[config.mk]
export PLATFORM = sky130hd
export DESIGN_NAME = sart_cell
export DESIGN_NICKNAME = d
export VERILOG_FILES = /design/src/sart_pkg.sv /design/src/sart_cell.sv
export SDC_FILE = /design/constraint.sdc
export NUM_CORES = 1
export LEC_CHECK = 0
export BUFFER_PORTS_ARGS = -buffer_cell sky130_fd_sc_hd__buf_2
export CAP_MARGIN = 20
export CORE_AREA = 2 2 108 100
export DETAILED_ROUTE_END_ITERATION = 8
export DIE_AREA = 0 0 110 102
export PLACE_DENSITY = 0.89
export SLEW_MARGIN = 20
export SYNTH_ARGS = -nofsm -noshare
export SYNTH_HDL_FRONTEND = slang
export SYNTH_SLANG_ARGS = --single-unit
export TNS_END_PERCENT = 20
[constraint.sdc]
create_clock -name clk -period 7.3 [get_ports clk]
set_clock_uncertainty 0.15 [all_clocks]
set_input_delay 1.46 -clock clk [delete_from_list [all_inputs] [get_ports clk]]
set_output_delay 1.46 -clock clk [all_outputs]
set_load 0.01 [all_outputs]
[src/sart_pkg.sv]
// ---------------------------------------------------------------------------
// sart_pkg: shared types and codes for the sorted address range table
// Entry and command structs that travel along the cell chain, field widths
// and request/status codes.
// ---------------------------------------------------------------------------
package sart_pkg;

	localparam int ADDR_W = 32;
	localparam int LEN_W  = 24;
	localparam int POOL_W = 3;
	localparam int END_W  = ADDR_W + 1;

	// request kinds
	localparam logic REQ_REGISTER = 1'b0;
	localparam logic REQ_LOOKUP   = 1'b1;

	// result status
	localparam logic STATUS_DONE = 1'b0;
	localparam logic STATUS_FULL = 1'b1;

	// one stored range
	typedef struct packed {
		logic [ADDR_W-1:0] base;
		logic [END_W-1:0]  end_addr;
		logic [POOL_W-1:0] owner;
	} sart_entry_t;

	// request broadcast to every cell
	typedef struct packed {
		logic              insert;
		logic [ADDR_W-1:0] addr;
		sart_entry_t       entry;
	} sart_cmd_t;

	// per-cell status handed back to the top level
	typedef struct packed {
		logic              le;
		logic              hit;
		logic [POOL_W-1:0] owner_sel;
	} sart_cell_stat_t;

endpackage

[src/sart_cell.sv]
// ---------------------------------------------------------------------------
// sart_cell: one slot of the sorted range chain
// Holds one range, compares its base and end against the broadcast address,
// and on an insert either keeps its range, takes the new one, or takes its
// lower neighbor's range so the table stays sorted.
// ---------------------------------------------------------------------------
module sart_cell
	import sart_pkg::*;
(
	input  logic            clk,
	input  sart_cmd_t       cmd,
	input  logic            occ,        // slot holds a written range
	input  logic            prev_le,    // lower neighbor base <= addr (1 for slot 0)
	input  sart_entry_t     prev_entry, // lower neighbor range
	input  logic            next_le,    // upper neighbor base <= addr (0 for last slot)
	output logic            le,
	output sart_entry_t     entry,
	output sart_cell_stat_t stat
);

	sart_entry_t entry_q;
	logic        in_range;

	// base at or below the address, only for occupied slots
	assign le       = occ && (entry_q.base <= cmd.addr);
	assign in_range = {1'b0, cmd.addr} < entry_q.end_addr;
	assign entry    = entry_q;

	// last slot with base at or below the address decides the lookup
	assign stat.le        = le;
	assign stat.hit       = le && !next_le && in_range;
	assign stat.owner_sel = stat.hit ? entry_q.owner : '0;

	// insert: first slot above the address takes the new range, the rest shift up
	always_ff @(posedge clk) begin
		if (cmd.insert && !le) begin
			entry_q <= prev_le ? cmd.entry : prev_entry;
		end
	end

endmodule

Yosys cells after proc, flatten, opt, wreduce, memory -nomap -nowiden --
Index checks and enable logic that the tools add are counted.
Cells by class: bitwise logic cells 0, divide/modulo/power cells 0, equal/unequal tests 0, magnitude comparators 2, shifts and indexed selects 0, reductions and logical operators 6, muxes and demuxes 2, multipliers 0, add/sub/neg operators 0
Operator list (count):
- 68-bit two-way mux | 1
- 32-bit by 33-bit less-than comparator with 1-bit output | 1
- 32-bit <= comparator | 1
- 1-bit logical AND | 4
- 3-bit two-way mux | 1
- 1-bit logical NOT | 2
Storage, ports and cells: logic and storage cells 13, memories kept 0, output and inout bits 74, latch bits 0, memory bits (read-only) 0, input bits 173, bits in writable memories 0, register bits after elaboration 68

Longest topological paths before layout --
depth in word-level cells 5, mapped depth 8, mapped depth without buffers 8

Worst setup path before layout --
Ideal clock, no wire load.
path type input-to-reg, from in cmd[81] (netlist name), to reg entry_q (netlist bit entry[0]), enable pin, path slack 0.861 ns, cell stages on the path 8, data arrival time 5.787 ns, path buffers 0, cells stage by stage inv_1 -> ha_1 -> nand4_2 -> nor4_1 -> a21boi_1 -> or4b_4 -> a31oi_4 -> nor2b_1
On the way: word-level cells in the longest chain between the ends 4
RTL lines:
- from (decl) | line sart_cell.sv:11 | input sart_cmd_t cmd,
- 32-bit <= comparator | line sart_cell.sv:25 | assign le = occ && (entry_q.base <= cmd.addr);
- 1-bit logical AND | line sart_cell.sv:25
- net le | line sart_cell.sv:16 | output logic le,
- 1-bit logical NOT | line sart_cell.sv:36 | if (cmd.insert && !le) begin
- 1-bit logical AND | line sart_cell.sv:36
- to (signal assigned) | line sart_cell.sv:37 | entry_q <= prev_le ? cmd.entry : prev_entry;
- to (decl) | line sart_cell.sv:21 | sart_entry_t entry_q;
The timed path passes the listed nets, and every way through them passes these cells. A chain may end at the register's enable or synchronous reset.

==> impl_metrics.prom <==
# TYPE chip_impl_metric gauge
chip_impl_metric{name="fin_crit_sh",unit="%"} 75.37
chip_impl_info{name="rsz_0062_raised_after_global_routing",value="false"} 1
chip_impl_info{name="timing.critical_path.mode_cell",value="sky130_fd_sc_hd__buf_2"} 1
chip_impl_metric{name="achievable-frequency",unit="MHz"} 181.7
chip_impl_metric{name="worst_ep_arrival_time",unit="ns"} 3.89
chip_impl_metric{name="synth.cell_area",unit="mm^2"} 0.004538
chip_impl_metric{name="finalNonFillerCells",unit=""} 764
chip_impl_metric{name="dr.pass1.iters",unit=""} 4
chip_impl_metric{name="number_of_maximum_capacitance_constraint_violations",unit=""} 0
chip_impl_metric{name="crit_fanout",unit=""} 4
chip_impl_metric{name="placement_rows",unit=""} 35
chip_impl_metric{name="hold_slack",unit="ns"} 1.278
chip_impl_metric{name="synth_seq_cells",unit=""} 68
chip_impl_metric{name="number_of_antenna_violations_at_the_first_check_in_global_routing",unit=""} 0
chip_impl_metric{name="synth.yosys.seq_area_share",unit="%"} 45.00
chip_impl_metric{name="avgRoutedWirePerCell",unit="um"} 16.26
chip_impl_metric{name="post-route-cell-area",unit="mm^2"} 0.006062
chip_impl_metric{name="htree_levels",unit=""} 3
chip_impl_metric{name="pwr-share-comb",unit="%"} 25.2
chip_impl_metric{name="layout-drive-gt1-share",unit="%"} 52.60
chip_impl_metric{name="port-buffer-count",unit=""} 246
chip_impl_info{name="timing.critical_path.slowest_stage_cell",value="sky130_fd_sc_hd__a2111oi_1"} 1
chip_impl_metric{name="detailedRoute.firstIterationViolations",unit=""} 130
chip_impl_info{name="cp_cell_sequence",value="buf_2 -> ha_1 -> a211oi_1 -> o21ai_1 -> a31oi_1 -> nor4b_1 -> a2111oi_1 -> and4b_1 -> buf_2"} 1
chip_impl_metric{name="async_s_r_ff_share_synth",unit="%"} 0
chip_impl_metric{name="avgViaCountPerCell",unit=""} 5.072
chip_impl_metric{name="place_area",unit="mm^2"} 0.005913
chip_impl_metric{name="hold_buffers",unit=""} 0
chip_impl_metric{name="design.portCount",unit=""} 247
chip_impl_metric{name="dpl.hpwl",unit="um"} 10290
chip_impl_metric{name="synth_fp_nets",unit=""} 617
chip_impl_info{name="cts_tree",value="done"} 1
chip_impl_metric{name="power.net_switching",unit="mW"} 0.2845
chip_impl_metric{name="detailed_route_wire_length",unit="um"} 12420
chip_impl_metric{name="ys.warnings.count",unit=""} 0
chip_impl_metric{name="cellPowerDensity",unit="mW/mm^2"} 164.3
chip_impl_metric{name="gp_congestion",unit=""} 0.8345
chip_impl_info{name="clock_root_buffer",value="sky130_fd_sc_hd__clkbuf_8"} 1
chip_impl_metric{name="timing.final.setup_violations",unit=""} 0
chip_impl_metric{name="post-route-worst-setup-slack",unit="ns"} 1.798
chip_impl_metric{name="global_route.usage.total",unit="%"} 21.21
chip_impl_metric{name="critical-path-max-stage-delay",unit="ns"} 0.95
chip_impl_metric{name="post_cts.repair.setup_buffers",unit=""} 0
chip_impl_metric{name="floorplan.initialDensity",unit="%"} 45.25
chip_impl_metric{name="clk_pin_slew_worst_setup_hold_paths",unit="ns"} 0.08
chip_impl_metric{name="worst_ir_drop_vdd",unit="mV"} 0.07881
chip_impl_metric{name="syn_avg_cell_area",unit="um^2"} 11.91
chip_impl_metric{name="insertedDiodeCount",unit=""} 0
chip_impl_metric{name="slew_headroom",unit="%"} 27.87
chip_impl_metric{name="dieHeight",unit="um"} 102
chip_impl_metric{name="core",unit="mm^2"} 0.01003
chip_impl_metric{name="die_width",unit="um"} 110
chip_impl_metric{name="setup-tns-final",unit="ns"} 0
chip_impl_metric{name="power.share.sequential",unit="%"} 48.8
chip_impl_info{name="synthDominantAreaCellType",value="sky130_fd_sc_hd__edfxtp_1"} 1
chip_impl_info{name="run_status",value="finished clean"} 1
chip_impl_info{name="startpoint_type",value="input pin"} 1
chip_impl_metric{name="netlist.area_leader.share",unit="%"} 45.00
chip_impl_metric{name="largest_register_ffs",unit=""} 68
chip_impl_info{name="critical_path.endpoint_type",value="output port"} 1
chip_impl_metric{name="grt-ovfl-total",unit=""} 0
chip_impl_info{name="hp-class",value="input pin to register"} 1
chip_impl_metric{name="finalMaxSlewViolations",unit=""} 0
chip_impl_metric{name="pin_count_of_the_biggest_net_entering_global_routing",unit=""} 69
chip_impl_metric{name="cts-resized-gates",unit=""} 0
chip_impl_metric{name="fin_crit",unit="ns"} 5.502
chip_impl_metric{name="final_core_utilization",unit="%"} 60.45
chip_impl_metric{name="clkPwrFrac",unit="%"} 25.9
chip_impl_metric{name="clockBufferDepth",unit=""} 2
chip_impl_info{name="setup.worst_path.class",value="input pin to output port"} 1
chip_impl_metric{name="final_net_count",unit=""} 867
chip_impl_metric{name="final_hold_viol_count",unit=""} 0
chip_impl_metric{name="synthCells",unit=""} 381
chip_impl_metric{name="area_growth",unit="%"} 33.58
chip_impl_metric{name="worst_ep_required_time",unit="ns"} 5.69
chip_impl_metric{name="floorplan.die_area",unit="mm^2"} 0.01122
chip_impl_metric{name="synth_enable_flop_cells",unit=""} 68
chip_impl_metric{name="pre_cts_ws",unit="ns"} 1.804
chip_impl_info{name="synth_ff_type",value="sky130_fd_sc_hd__edfxtp_1"} 1
chip_impl_metric{name="sw_frac_of_total",unit="%"} 28.57
chip_impl_metric{name="ys_types",unit=""} 38
chip_impl_metric{name="finalPower",unit="mW"} 0.9959
chip_impl_metric{name="via_count_of_the_first_global_routing_pass",unit=""} 3902
chip_impl_metric{name="total_via_count_in_the_routed_design",unit=""} 3875
chip_impl_metric{name="drcViolationCount",unit=""} 0
chip_impl_metric{name="power_leakage",unit="nW"} 3.044
chip_impl_metric{name="global_route_wire_length_before_repair",unit="um"} 18180
chip_impl_metric{name="power.internal",unit="mW"} 0.7114
chip_impl_metric{name="clock_sink_count",unit=""} 68
chip_impl_metric{name="dpl.cell_count",unit=""} 749
chip_impl_info{name="synth_common_cells",value="68 x sky130_fd_sc_hd__edfxtp_1, 68 x sky130_fd_sc_hd__mux2_2, 66 x sky130_fd_sc_hd__inv_1"} 1
chip_impl_metric{name="tightestPinTransition",unit="ns"} 1.079
chip_impl_info{name="ys_top_cells_by_area",value="sky130_fd_sc_hd__edfxtp_1 45%, sky130_fd_sc_hd__ha_1 17%, sky130_fd_sc_hd__mux2_2 17%, sky130_fd_sc_hd__inv_1 5.5%, sky130_fd_sc_hd__a21oi_1 3.0%"} 1
chip_impl_metric{name="clk-insertion-delay-late",unit="ns"} 0.33
chip_impl_metric{name="detail-route-antenna-nets",unit=""} 0
chip_impl_metric{name="cts_made_buffers",unit=""} 9
==> path summary, 6_finish.rpt <==
| kind | start | to | slack, ns | cells after the start |
|---|---|---|---|---|
| setup reg to reg | entry[49] | entry[22] | 3.34 | 8 |
| hold / removal | cmd[25] | entry[25] | 1.28 | 2 |
| setup / recovery | cmd[97] | stat[2] | 1.80 | 9 |
| hold reg to reg | entry[52] | entry[54] | 1.40 | 5 |
==> power groups by stage <==
stage          Sequential, mW  Combinational (mW)  Clock, mW
2_1_floorplan           0.509               0.123          0
3_3_place_gp            0.494               0.238          0
3_5_place_dp            0.495               0.251          0
6_report                0.486               0.251      0.258
5_1_grt                 0.489               0.280      0.283
4_1_cts                 0.486               0.253      0.267
==> cells in the final DEF (no fill, tap or decap), types with 3 or more instances in the layout <==
master and count:
sky130_fd_sc_hd__nand3_1 8, sky130_fd_sc_hd__o21ai_0 6, sky130_fd_sc_hd__a21o_1 4, sky130_fd_sc_hd__inv_1 66, sky130_fd_sc_hd__mux2_2 68, sky130_fd_sc_hd__ha_1 63
sky130_fd_sc_hd__nand4_1 7, sky130_fd_sc_hd__a211oi_1 3, sky130_fd_sc_hd__nand2_1 15, sky130_fd_sc_hd__buf_2 246, sky130_fd_sc_hd__edfxtp_1 68, sky130_fd_sc_hd__nor2_1 7
sky130_fd_sc_hd__and4b_1 3, sky130_fd_sc_hd__a21oi_1 27, sky130_fd_sc_hd__clkbuf_8 9
==> cell families (layout without fill, tap and decap cells) <==
family                   after synthesis  count (layout)  synth area share [%]
multiplexers                          68              68                 16.87
buffers and inverters                 75             329                 6.341
AND/OR/NAND/NOR                       55              55                 7.058
adder cells (fa/ha/maj)               63              63                 17.37
flip-flops                            68              68                 45.00
AO/OA/AOI/OAI                         52              52                 7.362
==> critical path: cells and delay by family <==
family / cells / cell delay [ns]
buffers and inverters: 2 / 0.24
AND/OR/NAND/NOR: 2 / 0.41
AO/OA/AOI/OAI: 4 / 1.44
adder cells (fa/ha/maj): 1 / 0.32
==> layer usage <==
layer / vias to the layer above / share of wire (%) / global-route usage [%]
met5: - / 0 / 0
met1: 1796 / 39 / 24.59
li1: 1892 / - / -
met3: 18 / 6.8 / 4.018
met2: 169 / 52 / 38.89
met4: 0 / 1.8 / 7.498
==> final cells by class <==
| cell class | count | area (um^2) |
|---|---|---|
| clock buffers | 11 | 131.4 |
| well taps | 129 | 161.4 |
| inverters | 66 | 247.7 |
| clock inverters | 4 | 17.52 |
| repair buffers | 248 | 1246 |
| fillers | 841 | 3966 |
| multi-input cells | 238 | 2216 |
| flip-flops and latches | 68 | 2042 |
Note: power is estimated with default switching activity, not from simulation.
